$ cat config.mk
export PLATFORM = sky130hd
export DESIGN_NAME = buzzer_melody_sequencer
export DESIGN_NICKNAME = d
export VERILOG_FILES = /design/src/bmseq_pkg.sv /design/src/bmseq_note_rom.sv /design/src/buzzer_melody_sequencer.sv
export SDC_FILE = /design/constraint.sdc
export NUM_CORES = 1
export LEC_CHECK = 0
export BUFFER_PORTS_ARGS = -buffer_cell sky130_fd_sc_hd__buf_2
export CAP_MARGIN = 20
export CORE_MARGIN = 1
export CORE_UTILIZATION = 45
export DETAILED_ROUTE_END_ITERATION = 6
export SETUP_SLACK_MARGIN = 0.5
export SYNTH_ARGS = -nofsm -noshare
export SYNTH_HDL_FRONTEND = slang
export SYNTH_SLANG_ARGS = --single-unit
$ cat constraint.sdc
create_clock -name clock -period 6.6 [get_ports clock]
set_input_delay 1.32 -clock clock [delete_from_list [all_inputs] [get_ports clock]]
set_output_delay 1.32 -clock clock [all_outputs]
set_load 0.01 [all_outputs]
$ cat src/bmseq_pkg.sv
// Package for the buzzer melody sequencer: item codes, note codes, melody ROM
// contents and the per-note period and scale tables.
// No dependencies.
package bmseq_pkg;

   localparam int SLOTS_PER_MELODY = 9;
   localparam int MELODY_COUNT     = 10;
   localparam int SLOT_CAP         = (SLOTS_PER_MELODY > 15) ? 15 : SLOTS_PER_MELODY;

   localparam int MODE_W   = 2;
   localparam int MELODY_W = 4;
   localparam int SLOT_W   = 4;
   localparam int TOP_W    = 11;
   localparam int CMP_W    = 10;
   localparam int TICK_W   = 7;
   localparam int DUR_W    = 5;
   localparam int SCALE_W  = 11;
   localparam int PROD_W   = SCALE_W + DUR_W;

   typedef enum logic [MODE_W-1:0] {
      MODE_TICK = 2'd0,
      MODE_PLAY = 2'd1,
      MODE_READ = 2'd2
   } mode_type;

   typedef enum logic [3:0] {
      NOTE_X = 4'd0,
      NOTE_C = 4'd1,
      NOTE_D = 4'd2,
      NOTE_E = 4'd3,
      NOTE_F = 4'd4,
      NOTE_G = 4'd5,
      NOTE_A = 4'd6,
      NOTE_B = 4'd7,
      NOTE_O = 4'd8
   } note_code_type;

   // tone settings loaded by a play item
   typedef struct packed {
      logic              row_valid;
      logic [TOP_W-1:0]  top;
      logic [CMP_W-1:0]  compare;
      logic [TICK_W-1:0] length;
   } note_type;

   localparam note_code_type NOTE_ROM [MELODY_COUNT][SLOTS_PER_MELODY] = '{
      '{NOTE_X, NOTE_C, NOTE_G, NOTE_G, NOTE_A, NOTE_G, NOTE_X, NOTE_B, NOTE_C},
      '{NOTE_X, NOTE_C, NOTE_B, NOTE_A, NOTE_G, NOTE_X, NOTE_X, NOTE_X, NOTE_X},
      '{NOTE_X, NOTE_B, NOTE_B, NOTE_B, NOTE_B, NOTE_B, NOTE_X, NOTE_X, NOTE_X},
      '{NOTE_X, NOTE_C, NOTE_D, NOTE_E, NOTE_C, NOTE_X, NOTE_X, NOTE_X, NOTE_X},
      '{NOTE_X, NOTE_C, NOTE_C, NOTE_C, NOTE_D, NOTE_E, NOTE_X, NOTE_X, NOTE_X},
      '{NOTE_X, NOTE_C, NOTE_C, NOTE_C, NOTE_D, NOTE_E, NOTE_X, NOTE_X, NOTE_X},
      '{NOTE_X, NOTE_A, NOTE_X, NOTE_E, NOTE_X, NOTE_A, NOTE_X, NOTE_E, NOTE_X},
      '{NOTE_X, NOTE_E, NOTE_D, NOTE_C, NOTE_B, NOTE_A, NOTE_X, NOTE_X, NOTE_X},
      '{NOTE_X, NOTE_E, NOTE_D, NOTE_C, NOTE_B, NOTE_A, NOTE_X, NOTE_X, NOTE_X},
      '{NOTE_X, NOTE_A, NOTE_C, NOTE_E, NOTE_X, NOTE_X, NOTE_X, NOTE_X, NOTE_X}
   };

   localparam logic [DUR_W-1:0] DUR_ROM [MELODY_COUNT][SLOTS_PER_MELODY] = '{
      '{5'd0, 5'd20, 5'd10, 5'd10, 5'd20, 5'd20, 5'd20, 5'd20, 5'd20},
      '{5'd0, 5'd20, 5'd10, 5'd10, 5'd20, 5'd0,  5'd0,  5'd0,  5'd0},
      '{5'd0, 5'd10, 5'd10, 5'd10, 5'd10, 5'd10, 5'd0,  5'd0,  5'd0},
      '{5'd0, 5'd20, 5'd20, 5'd20, 5'd20, 5'd0,  5'd0,  5'd0,  5'd0},
      '{5'd0, 5'd20, 5'd20, 5'd20, 5'd20, 5'd20, 5'd0,  5'd0,  5'd0},
      '{5'd0, 5'd20, 5'd20, 5'd20, 5'd20, 5'd20, 5'd0,  5'd0,  5'd0},
      '{5'd0, 5'd20, 5'd20, 5'd20, 5'd0,  5'd0,  5'd0,  5'd0,  5'd0},
      '{5'd0, 5'd10, 5'd10, 5'd10, 5'd10, 5'd10, 5'd10, 5'd10, 5'd0},
      '{5'd0, 5'd10, 5'd10, 5'd10, 5'd10, 5'd10, 5'd10, 5'd10, 5'd0},
      '{5'd0, 5'd10, 5'd10, 5'd10, 5'd10, 5'd10, 5'd0,  5'd0,  5'd0}
   };

   function automatic logic [TOP_W-1:0] note_top(note_code_type code);
      logic [TOP_W-1:0] t;
      unique case (code)
         NOTE_C:  t = 11'd953;
         NOTE_D:  t = 11'd841;
         NOTE_E:  t = 11'd757;
         NOTE_F:  t = 11'd709;
         NOTE_G:  t = 11'd1275;
         NOTE_A:  t = 11'd1135;
         NOTE_B:  t = 11'd1011;
         NOTE_O:  t = 11'd1249;
         default: t = 11'd1;
      endcase
      return t;
   endfunction

   function automatic logic [SCALE_W-1:0] note_scale(note_code_type code);
      logic [SCALE_W-1:0] s;
      unique case (code)
         NOTE_C:  s = 11'd666;
         NOTE_D:  s = 11'd768;
         NOTE_E:  s = 11'd845;
         NOTE_F:  s = 11'd896;
         NOTE_G:  s = 11'd1024;
         NOTE_A:  s = 11'd1126;
         NOTE_B:  s = 11'd1254;
         NOTE_O:  s = 11'd512;
         default: s = 11'd0;
      endcase
      return s;
   endfunction

endpackage

$ cat src/bmseq_note_rom.sv
// Melody ROM lookup: note at (melody, slot) turned into PWM top, compare
// and tone length. Depends on bmseq_pkg.
module bmseq_note_rom (
   input  logic [bmseq_pkg::MELODY_W-1:0] melody,
   input  logic [bmseq_pkg::SLOT_W-1:0]   slot,
   output bmseq_pkg::note_type            note
);

   bmseq_pkg::note_code_type       code;
   logic [bmseq_pkg::DUR_W-1:0]    dur;
   logic [bmseq_pkg::PROD_W-1:0]   prod;
   logic                           row_ok;
   logic                           col_ok;

   assign row_ok = ({1'b0, melody} < (bmseq_pkg::MELODY_W+1)'(bmseq_pkg::MELODY_COUNT));
   assign col_ok = ({1'b0, slot} < (bmseq_pkg::SLOT_W+1)'(bmseq_pkg::SLOT_CAP));

   always_comb begin
      code = bmseq_pkg::NOTE_X;
      dur  = '0;
      if (row_ok && col_ok) begin
         code = bmseq_pkg::NOTE_ROM[melody][slot];
         dur  = bmseq_pkg::DUR_ROM[melody][slot];
      end
   end

   assign prod = bmseq_pkg::PROD_W'(bmseq_pkg::note_scale(code))
               * bmseq_pkg::PROD_W'(dur);

   always_comb begin
      note.row_valid = row_ok;
      note.top       = bmseq_pkg::note_top(code);
      // rest and empty slots stay silent
      if (code == bmseq_pkg::NOTE_O || code == bmseq_pkg::NOTE_X) begin
         note.compare = '0;
      end else begin
         note.compare = bmseq_pkg::CMP_W'(note.top >> 1);
      end
      note.length = prod[8 +: bmseq_pkg::TICK_W];
   end

endmodule

$ cat src/buzzer_melody_sequencer.sv
// Buzzer melody sequencer top level: input register, tone state update and
// result register. Depends on bmseq_pkg and bmseq_note_rom.
//
//  channel | handshake          | payload
//  --------+--------------------+-------------------------------------------
//  req     | req_valid/stall    | req_mode, req_melody
//  rsp     | rsp_valid/stall    | rsp_pwm_top, rsp_pwm_compare,
//          |                    | rsp_tone_active, rsp_position
//  csr     | csr_valid/ready    | csr_max_notes
//
// One item per cycle sustained while the result is not stalled; each accepted
// item passes the input register, then ROM lookup and state update into the
// result register. Reset is synchronous and returns the tone to silent,
// the slot to 0 and max_notes to 8. A stalled result holds the result
// register; the input register still takes one item while it is empty, then
// the input stalls until the result drains.
module buzzer_melody_sequencer (
   input  logic                             clock,
   input  logic                             reset,
   input  logic                             req_valid,
   output logic                             req_stall,
   input  logic [bmseq_pkg::MODE_W-1:0]     req_mode,
   input  logic [bmseq_pkg::MELODY_W-1:0]   req_melody,
   output logic                             rsp_valid,
   input  logic                             rsp_stall,
   output logic [bmseq_pkg::TOP_W-1:0]      rsp_pwm_top,
   output logic [bmseq_pkg::CMP_W-1:0]      rsp_pwm_compare,
   output logic                             rsp_tone_active,
   output logic [bmseq_pkg::SLOT_W-1:0]     rsp_position,
   input  logic                             csr_valid,
   output logic                             csr_ready,
   input  logic [bmseq_pkg::SLOT_W-1:0]     csr_max_notes
);

   // input stage
   logic                               in_vld_ff;
   logic [bmseq_pkg::MODE_W-1:0]       mode_ff;
   logic [bmseq_pkg::MELODY_W-1:0]     melody_ff;

   // tone state
   logic [bmseq_pkg::SLOT_W-1:0]       max_notes_ff;
   logic [bmseq_pkg::TOP_W-1:0]        top_ff, top_in;
   logic [bmseq_pkg::CMP_W-1:0]        cmp_ff, cmp_in;
   logic                               playing_ff, playing_in;
   logic [bmseq_pkg::TICK_W-1:0]       elapsed_ff, elapsed_in;
   logic [bmseq_pkg::TICK_W-1:0]       target_ff, target_in;
   logic [bmseq_pkg::SLOT_W-1:0]       slot_ff, slot_in;
   logic [bmseq_pkg::SLOT_W-1:0]       pos_in;

   // result stage
   logic                               out_vld_ff;
   logic [bmseq_pkg::TOP_W-1:0]        out_top_ff;
   logic [bmseq_pkg::CMP_W-1:0]        out_cmp_ff;
   logic                               out_act_ff;
   logic [bmseq_pkg::SLOT_W-1:0]       out_pos_ff;

   logic                               advance;
   logic                               load_in;
   logic [bmseq_pkg::TICK_W-1:0]       elapsed_inc;
   bmseq_pkg::note_type                note;

   assign advance   = !out_vld_ff || !rsp_stall;
   // an empty input register takes an item even while the result is held
   assign load_in   = advance || !in_vld_ff;
   assign req_stall = !load_in;
   assign csr_ready = 1'b1;

   bmseq_note_rom u_rom (
      .melody (melody_ff),
      .slot   (slot_ff),
      .note   (note)
   );

   assign elapsed_inc = elapsed_ff + 1'b1;

   always_comb begin
      top_in     = top_ff;
      cmp_in     = cmp_ff;
      playing_in = playing_ff;
      elapsed_in = elapsed_ff;
      target_in  = target_ff;
      slot_in    = slot_ff;
      pos_in     = slot_ff;
      unique case (mode_ff)
         bmseq_pkg::MODE_TICK: begin
            if (playing_ff) begin
               elapsed_in = elapsed_inc;
               if (elapsed_inc >= target_ff) begin
                  top_in     = 11'd1;
                  cmp_in     = '0;
                  playing_in = 1'b0;
                  elapsed_in = '0;
                  target_in  = '0;
               end
            end
         end
         bmseq_pkg::MODE_PLAY: begin
            if (note.row_valid) begin
               top_in     = note.top;
               cmp_in     = note.compare;
               target_in  = note.length;
               playing_in = 1'b1;
            end
            if ({1'b0, slot_ff} < (bmseq_pkg::SLOT_W+1)'(bmseq_pkg::SLOT_CAP)) begin
               slot_in = slot_ff + 1'b1;
            end
            pos_in = slot_in;
         end
         bmseq_pkg::MODE_READ: begin
            if (slot_ff >= max_notes_ff) begin
               slot_in = '0;
               pos_in  = max_notes_ff;
            end
         end
         default: begin
            pos_in = slot_ff;
         end
      endcase
   end

   always_ff @(posedge clock) begin
      if (reset) begin
         in_vld_ff    <= 1'b0;
         out_vld_ff   <= 1'b0;
         max_notes_ff <= 4'd8;
         top_ff       <= 11'd1;
         cmp_ff       <= '0;
         playing_ff   <= 1'b0;
         elapsed_ff   <= '0;
         target_ff    <= '0;
         slot_ff      <= '0;
      end else begin
         if (csr_valid && csr_ready) begin
            max_notes_ff <= csr_max_notes;
         end
         if (load_in) begin
            in_vld_ff <= req_valid;
         end
         if (advance) begin
            out_vld_ff <= in_vld_ff;
            if (in_vld_ff) begin
               top_ff     <= top_in;
               cmp_ff     <= cmp_in;
               playing_ff <= playing_in;
               elapsed_ff <= elapsed_in;
               target_ff  <= target_in;
               slot_ff    <= slot_in;
            end
         end
      end
   end

   always_ff @(posedge clock) begin
      if (load_in) begin
         mode_ff   <= req_mode;
         melody_ff <= req_melody;
      end
      if (advance) begin
         if (in_vld_ff) begin
            out_top_ff <= top_in;
            out_cmp_ff <= cmp_in;
            out_act_ff <= playing_in;
            out_pos_ff <= pos_in;
         end
      end
   end

   assign rsp_valid       = out_vld_ff;
   assign rsp_pwm_top     = out_top_ff;
   assign rsp_pwm_compare = out_cmp_ff;
   assign rsp_tone_active = out_act_ff;
   assign rsp_position    = out_pos_ff;

endmodule

## After elaboration in Yosys (flattened, before gate mapping)

Memory sizes are Yosys's and may differ from the RTL's.
Cells that the tools add are included.

- Magnitude comparators: 6
- $add $sub $neg: 2
- Multipliers: 1
- Bitwise operators: 2
- Reduce and logical (&&, ||, !) cells: 16
- Mux-type cells: 35
- Equality and inequality tests: 7

Operators by type and width:

| kind | count |
|---|---|
| $mux W45 | 2 |
| $mux W36 | 2 |
| $mux W10 | 4 |
| $mux W11 | 3 |
| $mux W7 | 4 |
| $mux W4 | 6 |
| $pmux W11 S2 | 1 |
| $bmux W5 S4 | 1 |
| $pmux W10 S2 | 1 |
| $bmux W4 S4 | 1 |
| $pmux W4 S2 | 2 |
| $mul A11 B5 Y15 | 1 |
| $mux W5 | 3 |
| $pmux W7 S2 | 1 |
| $ge A5 B5 Y1 const B | 2 |
| $not A4 Y5 | 2 |
| $lt A4 B4 Y1 const B | 2 |
| $reduce_and A4 Y1 | 2 |
| $add A7 B1 Y7 const B | 1 |
| $ge A7 B7 Y1 | 1 |
| $ne A2 B2 Y1 const B | 3 |
| $reduce_and A6 Y1 | 1 |
| $add A4 B1 Y4 const B | 1 |
| $eq A4 B4 Y1 const B | 1 |
| other kinds (13) | 21 |

- Output and inout bits: 29
- Word-level logic and storage cells: 88
- Bits of input ports: 15
- Register bits: 78
- Memories: 4
- Bits in read-only memories: 1632

Memory list:

| name | depth | bits a word | read ports | clocked after memory_dff | write ports | line | text |
|---|---|---|---|---|---|---|---|
| (name not given) | 16 | 45 | 1 | 0 | 0 | bmseq_note_rom.sv:23 | `dur = bmseq_pkg::DUR_ROM[melody][slot];` |
| (name not given) | 16 | 36 | 1 | 0 | 0 | bmseq_note_rom.sv:22 | `code = bmseq_pkg::NOTE_ROM[melody][slot];` |
| (name not given) | 16 | 11 | 1 | 0 | 0 | bmseq_pkg.sv:90 | `unique case (code)` |
| (name not given) | 16 | 10 | 1 | 0 | 0 | bmseq_pkg.sv:74 | `unique case (code)` |

## Longest topological paths before layout

Gate-level depths: netlist (run 1).

- Word-level depth: 13
- Gate-level depth with buffers: 25

## By module

A second synthesis (run 1) with hierarchy kept.

- Cells, all modules: 618
- Area total of the unflattened synthesis: 5703.0 µm²

By module, submodules not included:

| module | cells an instance | sequential area each (µm²) | times used | area each (µm²) |
|---|---|---|---|---|
| buzzer_melody_sequencer | 369 | 1881.8 | 1 | 3704.8 |
| bmseq_note_rom | 249 | 0.0 | 1 | 1998.2 |

## Worst setup path after synthesis (run 1)

Ideal clock, no wire load.

- Kind: register to register
- From: register melody_ff[1] (netlist bit)
- To: register target_ff[4] (netlist bit)
- Data arrival time: 5.298 ns
- Setup time: 0.070 ns
- Clock period less this slack: 5.368 ns
- Buffers on the path: 1
- Cell stages (with the launch flop): 23
- Slack: 1.232 ns
- Cells stage by stage: edfxtp_1 > buf_4 > nor2b_1 > o21ai_0 > nor2_1 > o311ai_1 > nand2_1 > inv_1 > ha_1 > inv_1 > o21ai_0 > nand2_1 > fa_1 > inv_1 > fa_1 > ha_1 > ha_1 > and3_1 > a211oi_1 > o21bai_1 > xnor2_1 > or4_1 > a21oi_1

- Cells in the longest elaborated chain, start to end: 12
- Elaborated cells on any way between the ends: 23
- Those cells by class: mul: 1; order compare: 1; eq/ne: 1; mux: 14; bitwise: 1; reduce/logical: 2; memory: 3

RTL lines:

| what | line | text |
|---|---|---|
| start: declaration | buzzer_melody_sequencer.sv:38 | `logic [bmseq_pkg::MELODY_W-1:0] melody_ff;` |
| start signal: assignment | buzzer_melody_sequencer.sv:156 | `melody_ff <= req_melody;` |
| $not A4 Y5 (implied by the code) | bmseq_note_rom.sv:22, bmseq_note_rom.sv:23 |  |
| $mem_v2 Z16 W36 | -- |  |
| $mux W36 (implied by the code) (2 in series) | bmseq_note_rom.sv:22 |  |
| $bmux W4 S4 | bmseq_note_rom.sv:22 |  |
| $mux W4 (implied by the code) (2 in series) | bmseq_note_rom.sv:22 |  |
| $mux W4 | bmseq_note_rom.sv:21 | `if (row_ok && col_ok) begin` |
| $mem_v2 Z16 W11 | -- |  |
| $mul A11 B5 Y15 | bmseq_note_rom.sv:28 | `* bmseq_pkg::PROD_W'(dur);` |
| $mux W7 | buzzer_melody_sequencer.sv:98 | `if (note.row_valid) begin` |
| $pmux W7 S2 | buzzer_melody_sequencer.sv:84 | `unique case (mode_ff)` |
| end signal: assignment | buzzer_melody_sequencer.sv:146 | `target_ff <= target_in;` |
| end: declaration | buzzer_melody_sequencer.sv:46 | `logic [bmseq_pkg::TICK_W-1:0] target_ff, target_in;` |

Several ways; a longest one is shown, not always the timed one. The select of a mux whose other input is x is not followed.
A chain may end at the register's enable or synchronous reset.

## Worst setup path in the final report (run 1)

- From: register melody_ff[3] (netlist bit)
- To: register target_ff[4] (netlist bit)

The elaborated chain is that of the path after synthesis.

==> run summary, run 1 <==
result of the run -> finished, final reports clean
CP Launch Type -> flop
leakage -> 2.82 nW
Netlist cell types -> 74
portion of synthesized cell area occupied by the leading cell type -> 17.5%
average routed wire per standard cell -> 16.7 um
share of flip-flops with an asynchronous set or reset -> 0%
Combinational Power Share -> 9.4%
worst slew pin tran -> 823 ps
GRT Residual Overflow -> 0
worst path arrival time -> 6100 ps
largest net degree at the start of global routing -> 40
# rows -> 40
largest area contributor in the netlist -> sky130_fd_sc_hd__edfxtp_1
highest clock frequency the design can meet -> 171 MHz
level count of the clock H-tree -> 3
most area-consuming cells after synthesis -> sky130_fd_sc_hd__edfxtp_1, sky130_fd_sc_hd__dfxtp_1, sky130_fd_sc_hd__ha_1
setup repair after global routing missed its margin -> no
Initial DRC Count -> 376
initial core utilization -> 46.0%
global-route wire length before repair -> 21900 um
R2R cell count -> 22
net switching share of the total power -> 25.4%
number of global-route vias before repair -> 4285
worst slack, placed -> 379 ps
number of primary I/O pins -> 44
critical path peak fanout -> 10
maximum clock path buffer count -> 2
number of nets produced by synthesis -> 698
synthesized area -> 5500 um^2
Hold/Removal Path Class -> reg -> reg
Seq/Total Area, Yosys -> 34.2%
clock latency on the worst-skew pair -> 340 ps
area added between synthesis and finish -> 13.7%
number of enable-type register cells in the synthesized netlist -> 32
Setup Crit Path Kind -> reg -> reg
cell family with the largest share of critical-path delay -> adder cells
Yosys warnings -> 0
cts-stage hold buffer count -> 0
net load switching power -> 0.000277 W
ordered list of cells on the worst path -> buf_4 > or3b_1 > o21bai_1 > and4_4 > a31o_1 > or2_4 > inv_2 > ha_2 > a21oi_1 > nand2b_1 > fa_1 > inv_1 > fa_1 > ha_1 > ha_1 > nand4_1 > a211oi_4 > a211oi_2 > o21bai_1 > xnor2_1 > or4_1 > a21oi_1
router iterations before antenna repair -> 6
number of antenna diodes -> 0
routability-driven placement congestion ratio -> 0.888
count of final max-slew check failures -> 0
maximum capacitance violations -> 0
Avg Vias per Cell -> 5.75
ys flop type -> sky130_fd_sc_hd__dfxtp_1
DP HPWL -> 9870 um
Gate Count Post-Synth -> 621
final-stage net count -> 743
die width -> 113 um
root cell of the clock tree -> sky130_fd_sc_hd__clkbuf_16
total global-route track usage -> 21.7%
Total Routed Length -> 13600 um
worst flop-to-flop path endpoint -> target_ff[4]
Final ANT Viol Nets -> 0
height of the die -> 113 um
clock-pin transition on the worst setup and hold timing paths -> 60 ps
required time of the critical path -> 6860 ps
worst path bufs/invs -> 3
Worst Min Path Start -> top_ff[7]
instance count along the most critical hold path -> 2
worst-case register-to-register setup slack -> 760 ps
IO Port Bufs -> 42
ratio of cells with drive above 1 in the final layout -> 15.9%
clock network fraction of design power -> 42.9%
CP max stage delay -> 550 ps
slowest stage cell on the critical path -> sky130_fd_sc_hd__fa_1
peak supply drop -> 0.0936 mV
post-route clock period utilization -> 88.6%
total internal power -> 0.000813 W
final-report hold violation count -> 0
area enclosed by the die boundary -> 12700 um^2
mean instance size in the synthesized netlist -> 8.86 um^2
total of flip-flops plus latches after synthesis -> 78
area inside the core boundary -> 12000 um^2
final worst path period need -> 5840 ps
worst hold path endpoint -> top_ff[7]
via count -> 4704
setup slack after layout -> 755 ps
cts bufs inserted -> 9
sum of negative setup slack -> 0 ps
clock tree from TritonCTS -> done
number of sinks handled by clock tree synthesis -> 78
setup clock skew after layout -> 6.19 ps
antenna violations before repair -> 0
share of total power in sequential cells -> 47.7%
remaining routing DRC violations -> 0
top library cells by usage in the layout, fill and taps aside -> sky130_fd_sc_hd__nor2_1, sky130_fd_sc_hd__nand2_1, sky130_fd_sc_hd__inv_1
power per unit of standard cell area -> 174 nW/um^2
r2r startpoint -> melody_ff[3]
relative max-transition margin -> 45.1%
Worst setup EP type -> flop
# setup viols final -> 0
## cell usage after synthesis, types with 4 or more instances
cell type,instances
sky130_fd_sc_hd__nor2b_1,4
sky130_fd_sc_hd__a211oi_1,4
sky130_fd_sc_hd__o21a_1,4
sky130_fd_sc_hd__and2_1,8
sky130_fd_sc_hd__nor3_1,9
sky130_fd_sc_hd__nand2_1,53
sky130_fd_sc_hd__inv_1,52
sky130_fd_sc_hd__o21ai_0,49
sky130_fd_sc_hd__and3_1,4
sky130_fd_sc_hd__xnor2_1,9
sky130_fd_sc_hd__o2bb2ai_1,5
sky130_fd_sc_hd__a21o_1,15
sky130_fd_sc_hd__dfxtp_1,46
sky130_fd_sc_hd__xor2_1,6
sky130_fd_sc_hd__a31oi_1,5
sky130_fd_sc_hd__nand2b_1,11
sky130_fd_sc_hd__edfxtp_1,32
sky130_fd_sc_hd__a22o_1,10
sky130_fd_sc_hd__clkbuf_1,18
sky130_fd_sc_hd__ha_1,45
sky130_fd_sc_hd__a21oi_1,43
sky130_fd_sc_hd__nand4_1,8
sky130_fd_sc_hd__mux2i_1,4
sky130_fd_sc_hd__nand3_1,16
sky130_fd_sc_hd__fa_1,17
sky130_fd_sc_hd__buf_2,10
sky130_fd_sc_hd__o211ai_1,6
sky130_fd_sc_hd__nor2_1,52
## metal layers
| metal | global-route usage, % | routed length [um] | vias up |
|---|---|---|---|
| met2 | 34.4 | 6370 | 135 |
| li1 | - | - | 2307 |
| met1 | 30.7 | 6400 | 2242 |
| met5 | 0 | 0 | - |
| met4 | 7.20 | 264 | 0 |
| met3 | 2.81 | 588 | 20 |
## sequential cells by signal (all words and copies together), names as in the netlist
name	count
rsp_pwm_compare	10
max_notes_ff	4
melody_ff	4
playing_ff	1
slot_ff	4
rsp_tone_active	1
top_ff	11
in_vld_ff	1
rsp_pwm_top	11
elapsed_ff	7
rsp_valid	1
cmp_ff	10
rsp_position	4
target_ff	7
mode_ff	2
## logic make-up (layout without fill, tap and decap cells)
group / Yosys count / after routing / share of synthesized area, %
flip-flops: 78 / 78 / 34.2
AO/OA/AOI/OAI: 186 / 186 / 22.6
other: 1 / 1 / 0.0682
buffers and inverters: 88 / 138 / 6.78
multiplexers: 4 / 4 / 0.728
AND/OR/NAND/NOR: 186 / 186 / 16.4
XOR/XNOR: 16 / 16 / 2.80
adder cells (fa/ha/maj): 62 / 62 / 16.4
## power by group through the flow
stage / registers, W / logic, W / clock network (W)
4_1_cts: 0.000524 / 0.0000898 / 0.000478
3_3_place_gp: 0.000534 / 0.0000882 / 0
6_report: 0.000520 / 0.000103 / 0.000468
2_1_floorplan: 0.000530 / 0.0000647 / 0
3_5_place_dp: 0.000534 / 0.0000892 / 0
5_1_grt: 0.000521 / 0.000112 / 0.000494
## area by class of cell
class	count	area, um^2
inverter	54	203
sequential	78	1880
clock inverter	6	45.0
timing repair buffer	68	405
fill	1136	5710
tap	147	184
clock buffer	10	239
multi-input combinational	455	3290
## through the flow
| stage | power, W | instance area [um^2] | utilization (%) | std cells | hold WS [ps] |
|---|---|---|---|---|---|
| after floorplan | 0.000595 | 5500 | - | 621 | 433 |
| after global placement | 0.000622 | 5800 | 48.5 | 786 | 447 |
| after detailed placement | 0.000624 | 5800 | 48.5 | 786 | 456 |
| after CTS | 0.00109 | 6090 | 50.9 | 802 | 468 |
| after global routing | 0.00113 | 6250 | 52.3 | 818 | 492 |
| final | 0.00109 | 6250 | 52.3 | 818 | 465 |
## how the worst max path moves through the flow
stage | start | end | slack (ps) | depth (start not counted)
6_report | melody_ff[3] | target_ff[4] | 760 | 22
5_1_grt | melody_ff[3] | target_ff[4] | 510 | 22
4_1_cts | melody_ff[0] | target_ff[4] | 510 | 20
3_5_place_dp | melody_ff[0] | target_ff[4] | 380 | 21
3_3_place_gp | melody_ff[0] | target_ff[4] | 510 | 21
2_1_floorplan | melody_ff[1] | target_ff[4] | 1230 | 22
## worst register-to-register path: stages, from the launching register on
cell                       delay [ps]
sky130_fd_sc_hd__edfxtp_1         430
sky130_fd_sc_hd__buf_4            210
sky130_fd_sc_hd__or3b_1           400
sky130_fd_sc_hd__o21bai_1         180
sky130_fd_sc_hd__and4_4           200
sky130_fd_sc_hd__a31o_1           210
sky130_fd_sc_hd__or2_4            260
sky130_fd_sc_hd__inv_2            140
sky130_fd_sc_hd__ha_2             280
sky130_fd_sc_hd__a21oi_1          140
sky130_fd_sc_hd__nand2b_1         230
sky130_fd_sc_hd__fa_1             550
sky130_fd_sc_hd__inv_1             50
sky130_fd_sc_hd__fa_1             460
sky130_fd_sc_hd__ha_1             310
sky130_fd_sc_hd__ha_1             280
sky130_fd_sc_hd__nand4_1          140
sky130_fd_sc_hd__a211oi_4         390
sky130_fd_sc_hd__a211oi_2         150
sky130_fd_sc_hd__o21bai_1         170
sky130_fd_sc_hd__xnor2_1           70
sky130_fd_sc_hd__or4_1            390
sky130_fd_sc_hd__a21oi_1          130
## timing repair
action / in CTS / in global routing
hold endpoints to repair: 0 / 0
gates cloned: 0 / 0
setup endpoints to repair: 1 / 6
buffers inserted: 0 / 16
pin swaps: 0 / 2
gates resized for setup: 1 / 12
(Power assumes the default switching activity.)
==> run 2: changes to the inputs <==
--- a/config.mk
+++ b/config.mk
@@ -8,8 +8,9 @@
 export BUFFER_PORTS_ARGS = -buffer_cell sky130_fd_sc_hd__buf_2
 export CAP_MARGIN = 20
 export CORE_MARGIN = 1
-export CORE_UTILIZATION = 45
+export CORE_UTILIZATION = 61
 export DETAILED_ROUTE_END_ITERATION = 6
+export PLACE_DENSITY = 0.81
 export SETUP_SLACK_MARGIN = 0.5
 export SYNTH_ARGS = -nofsm -noshare
 export SYNTH_HDL_FRONTEND = slang
==> run 2 against run 1 <==
  * Utilization up 18 points
  * Global-route usage rose by 6.4 points
  * Flip-flop and latch count stayed put
  * Worst setup slack worse by 14 ps
  * Final cell count down 4.4%
  * Wire length is 3.6% lower
  * Sequential power is essentially flat
==> run summary, run 2 (same netlist as run 1, synthesis figures left out) <==
result of the run -> finished, final reports clean
post-route clock period utilization -> 88.8% (+0.21 points)
number of antenna diodes -> 0 (unchanged)
Avg Vias per Cell -> 6.18 (+7.5%)
critical path peak fanout -> 9 (-1)
IO Port Bufs -> 42 (unchanged)
setup slack after layout -> 741 ps (-14.1 ps)
required time of the critical path -> 6890 ps (+30 ps)
worst path bufs/invs -> 3 (unchanged)
remaining routing DRC violations -> 0 (unchanged)
GRT Residual Overflow -> 0 (unchanged)
sum of negative setup slack -> 0 ps (unchanged)
worst slack, placed -> 482 ps (+103 ps)
level count of the clock H-tree -> 3 (unchanged)
antenna violations before repair -> 0 (unchanged)
Final ANT Viol Nets -> 0 (unchanged)
Setup Crit Path Kind -> reg -> reg
setup clock skew after layout -> 17.3 ps (+11.1 ps)
clock-pin transition on the worst setup and hold timing paths -> 100 ps (+40 ps)
area added between synthesis and finish -> 10.9%
root cell of the clock tree -> sky130_fd_sc_hd__clkbuf_8
final-stage net count -> 746 (+0.40%)
power per unit of standard cell area -> 159 nW/um^2 (-8.9%)
top library cells by usage in the layout, fill and taps aside -> sky130_fd_sc_hd__nor2_1, sky130_fd_sc_hd__nand2_1, sky130_fd_sc_hd__inv_1
instance count along the most critical hold path -> 2 (unchanged)
cts bufs inserted -> 9 (unchanged)
worst slew pin tran -> 780 ps (-43.3 ps)
design area -> 6100 um^2 (-2.5%)
highest clock frequency the design can meet -> 171 MHz (-0.24%)
peak supply drop -> 0.0923 mV (-1.4%)
# setup viols final -> 0 (unchanged)
clock tree from TritonCTS -> done
total global-route track usage -> 28.2% (+6.4 points)
final worst path period need -> 5860 ps (+14.1 ps)
number of fillers in the final layout -> 677 (-40%)
die width -> 96.9 um (-14%)
CP Launch Type -> flop
average routed wire per standard cell -> 16.8 um (+0.83%)
clock latency on the worst-skew pair -> 360 ps (+20 ps)
share of the core filled with cells -> 69.9% (+18 points)
initial core utilization -> 63.1% (+17 points)
via count -> 4834 (+2.8%)
worst-case register-to-register setup slack -> 740 ps (about the same)
Total Routed Length -> 13100 um (-3.6%)
slowest stage cell on the critical path -> sky130_fd_sc_hd__fa_1
ratio of cells with drive above 1 in the final layout -> 15.9% (-0.071 points)
router iterations before antenna repair -> 7 (+1)
Initial DRC Count -> 373 (-0.80%)
maximum capacitance violations -> 0 (unchanged)
relative max-transition margin -> 48.0% (+2.9 points)
Hold/Removal Path Class -> reg -> reg
cell family with the largest share of critical-path delay -> adder cells
area enclosed by the die boundary -> 9400 um^2 (-26%)
routability-driven placement congestion ratio -> 0.935 (+5.3%)
worst path arrival time -> 6150 ps (+50 ps)
leakage -> 2.78 nW (-1.3%)
ordered list of cells on the worst path -> buf_4 > a21o_1 > a311o_1 > and4_4 > a31o_1 > or2_4 > inv_2 > ha_2 > a21oi_1 > nand2b_1 > fa_1 > inv_1 > fa_1 > ha_1 > ha_1 > and3_1 > a211oi_2 > o21bai_1 > xnor2_1 > or4_1 > a21oi_1
count of final max-slew check failures -> 0 (unchanged)
Placement Cell Area -> 5750 um^2 (-0.84%)
height of the die -> 96.9 um (-14%)
final-report hold violation count -> 0 (unchanged)
R2R cell count -> 21 (-4.5%)
setup repair after global routing missed its margin -> no
global-route wire length before repair -> 21500 um (-1.9%)
number of primary I/O pins -> 44 (unchanged)
Worst setup EP type -> flop
logic depth of the worst setup path including buffers -> 21 (-4.5%)
maximum clock path buffer count -> 2 (unchanged)
area inside the core boundary -> 8720 um^2 (-27%)
# rows -> 34 (-15%)
CP max stage delay -> 570 ps (+20 ps)
number of sinks handled by clock tree synthesis -> 78 (unchanged)
Final Power -> 0.000968 W (-11%)
largest net degree at the start of global routing -> 40 (unchanged)
number of global-route vias before repair -> 4452 (+3.9%)
DP HPWL -> 9430 um (-4.4%)
## run 2: routing by layer
metal	GRT usage, %	share of wire [%]
met5	0	0
met4	9.30	2.5
met3	4.41	7.7
met2	45.9	46
met1	38.3	43
## run 2: final cells by class
cell class / count / area [um^2] / share of cell area [%]
inverter: 54 / 203 / 3.33
clock buffer: 9 / 124 / 2.03
timing repair buffer: 71 / 428 / 7.02
sequential: 78 / 1880 / 30.9
tap: 108 / 135 / 2.22
multi-input combinational: 455 / 3260 / 53.5
clock inverter: 7 / 62.6 / 1.03
## run 2: timing repair
item	4_1_cts	5_1_grt
setup buffers	0	19
setup endpoints to repair	1	5
resized for setup	1	6
pin swaps	0	1
hold buffers	0	0
## run 2: final timing paths
check,from,endpoint
min,top_ff[9],top_ff[9]
max,melody_ff[2],target_ff[4]
max reg2reg,melody_ff[2],target_ff[4]
min reg2reg,top_ff[9],top_ff[9]
## run 2: tightest hold or removal path: cells and delay by family (launching register included)
family	cells	cell delay (ps)
AO/OA/AOI/OAI	2	120
flip-flops	1	320
## run 2: metrics by stage
| stage | std cells | hold WS [ps] |
|---|---|---|
| after detailed placement | 747 | 461 |
| after global routing | 782 | 500 |
| after global placement | 747 | 449 |
| after floorplan | 621 | 433 |
| final | 782 | 480 |
| after CTS | 763 | 474 |
## run 2: report_power, final
group          leakage, nW  internal, W  switching (W)
clock               0.0863     0.000144       0.000199
sequential           0.686     0.000512     0.00000646
combinational         2.01    0.0000371      0.0000692
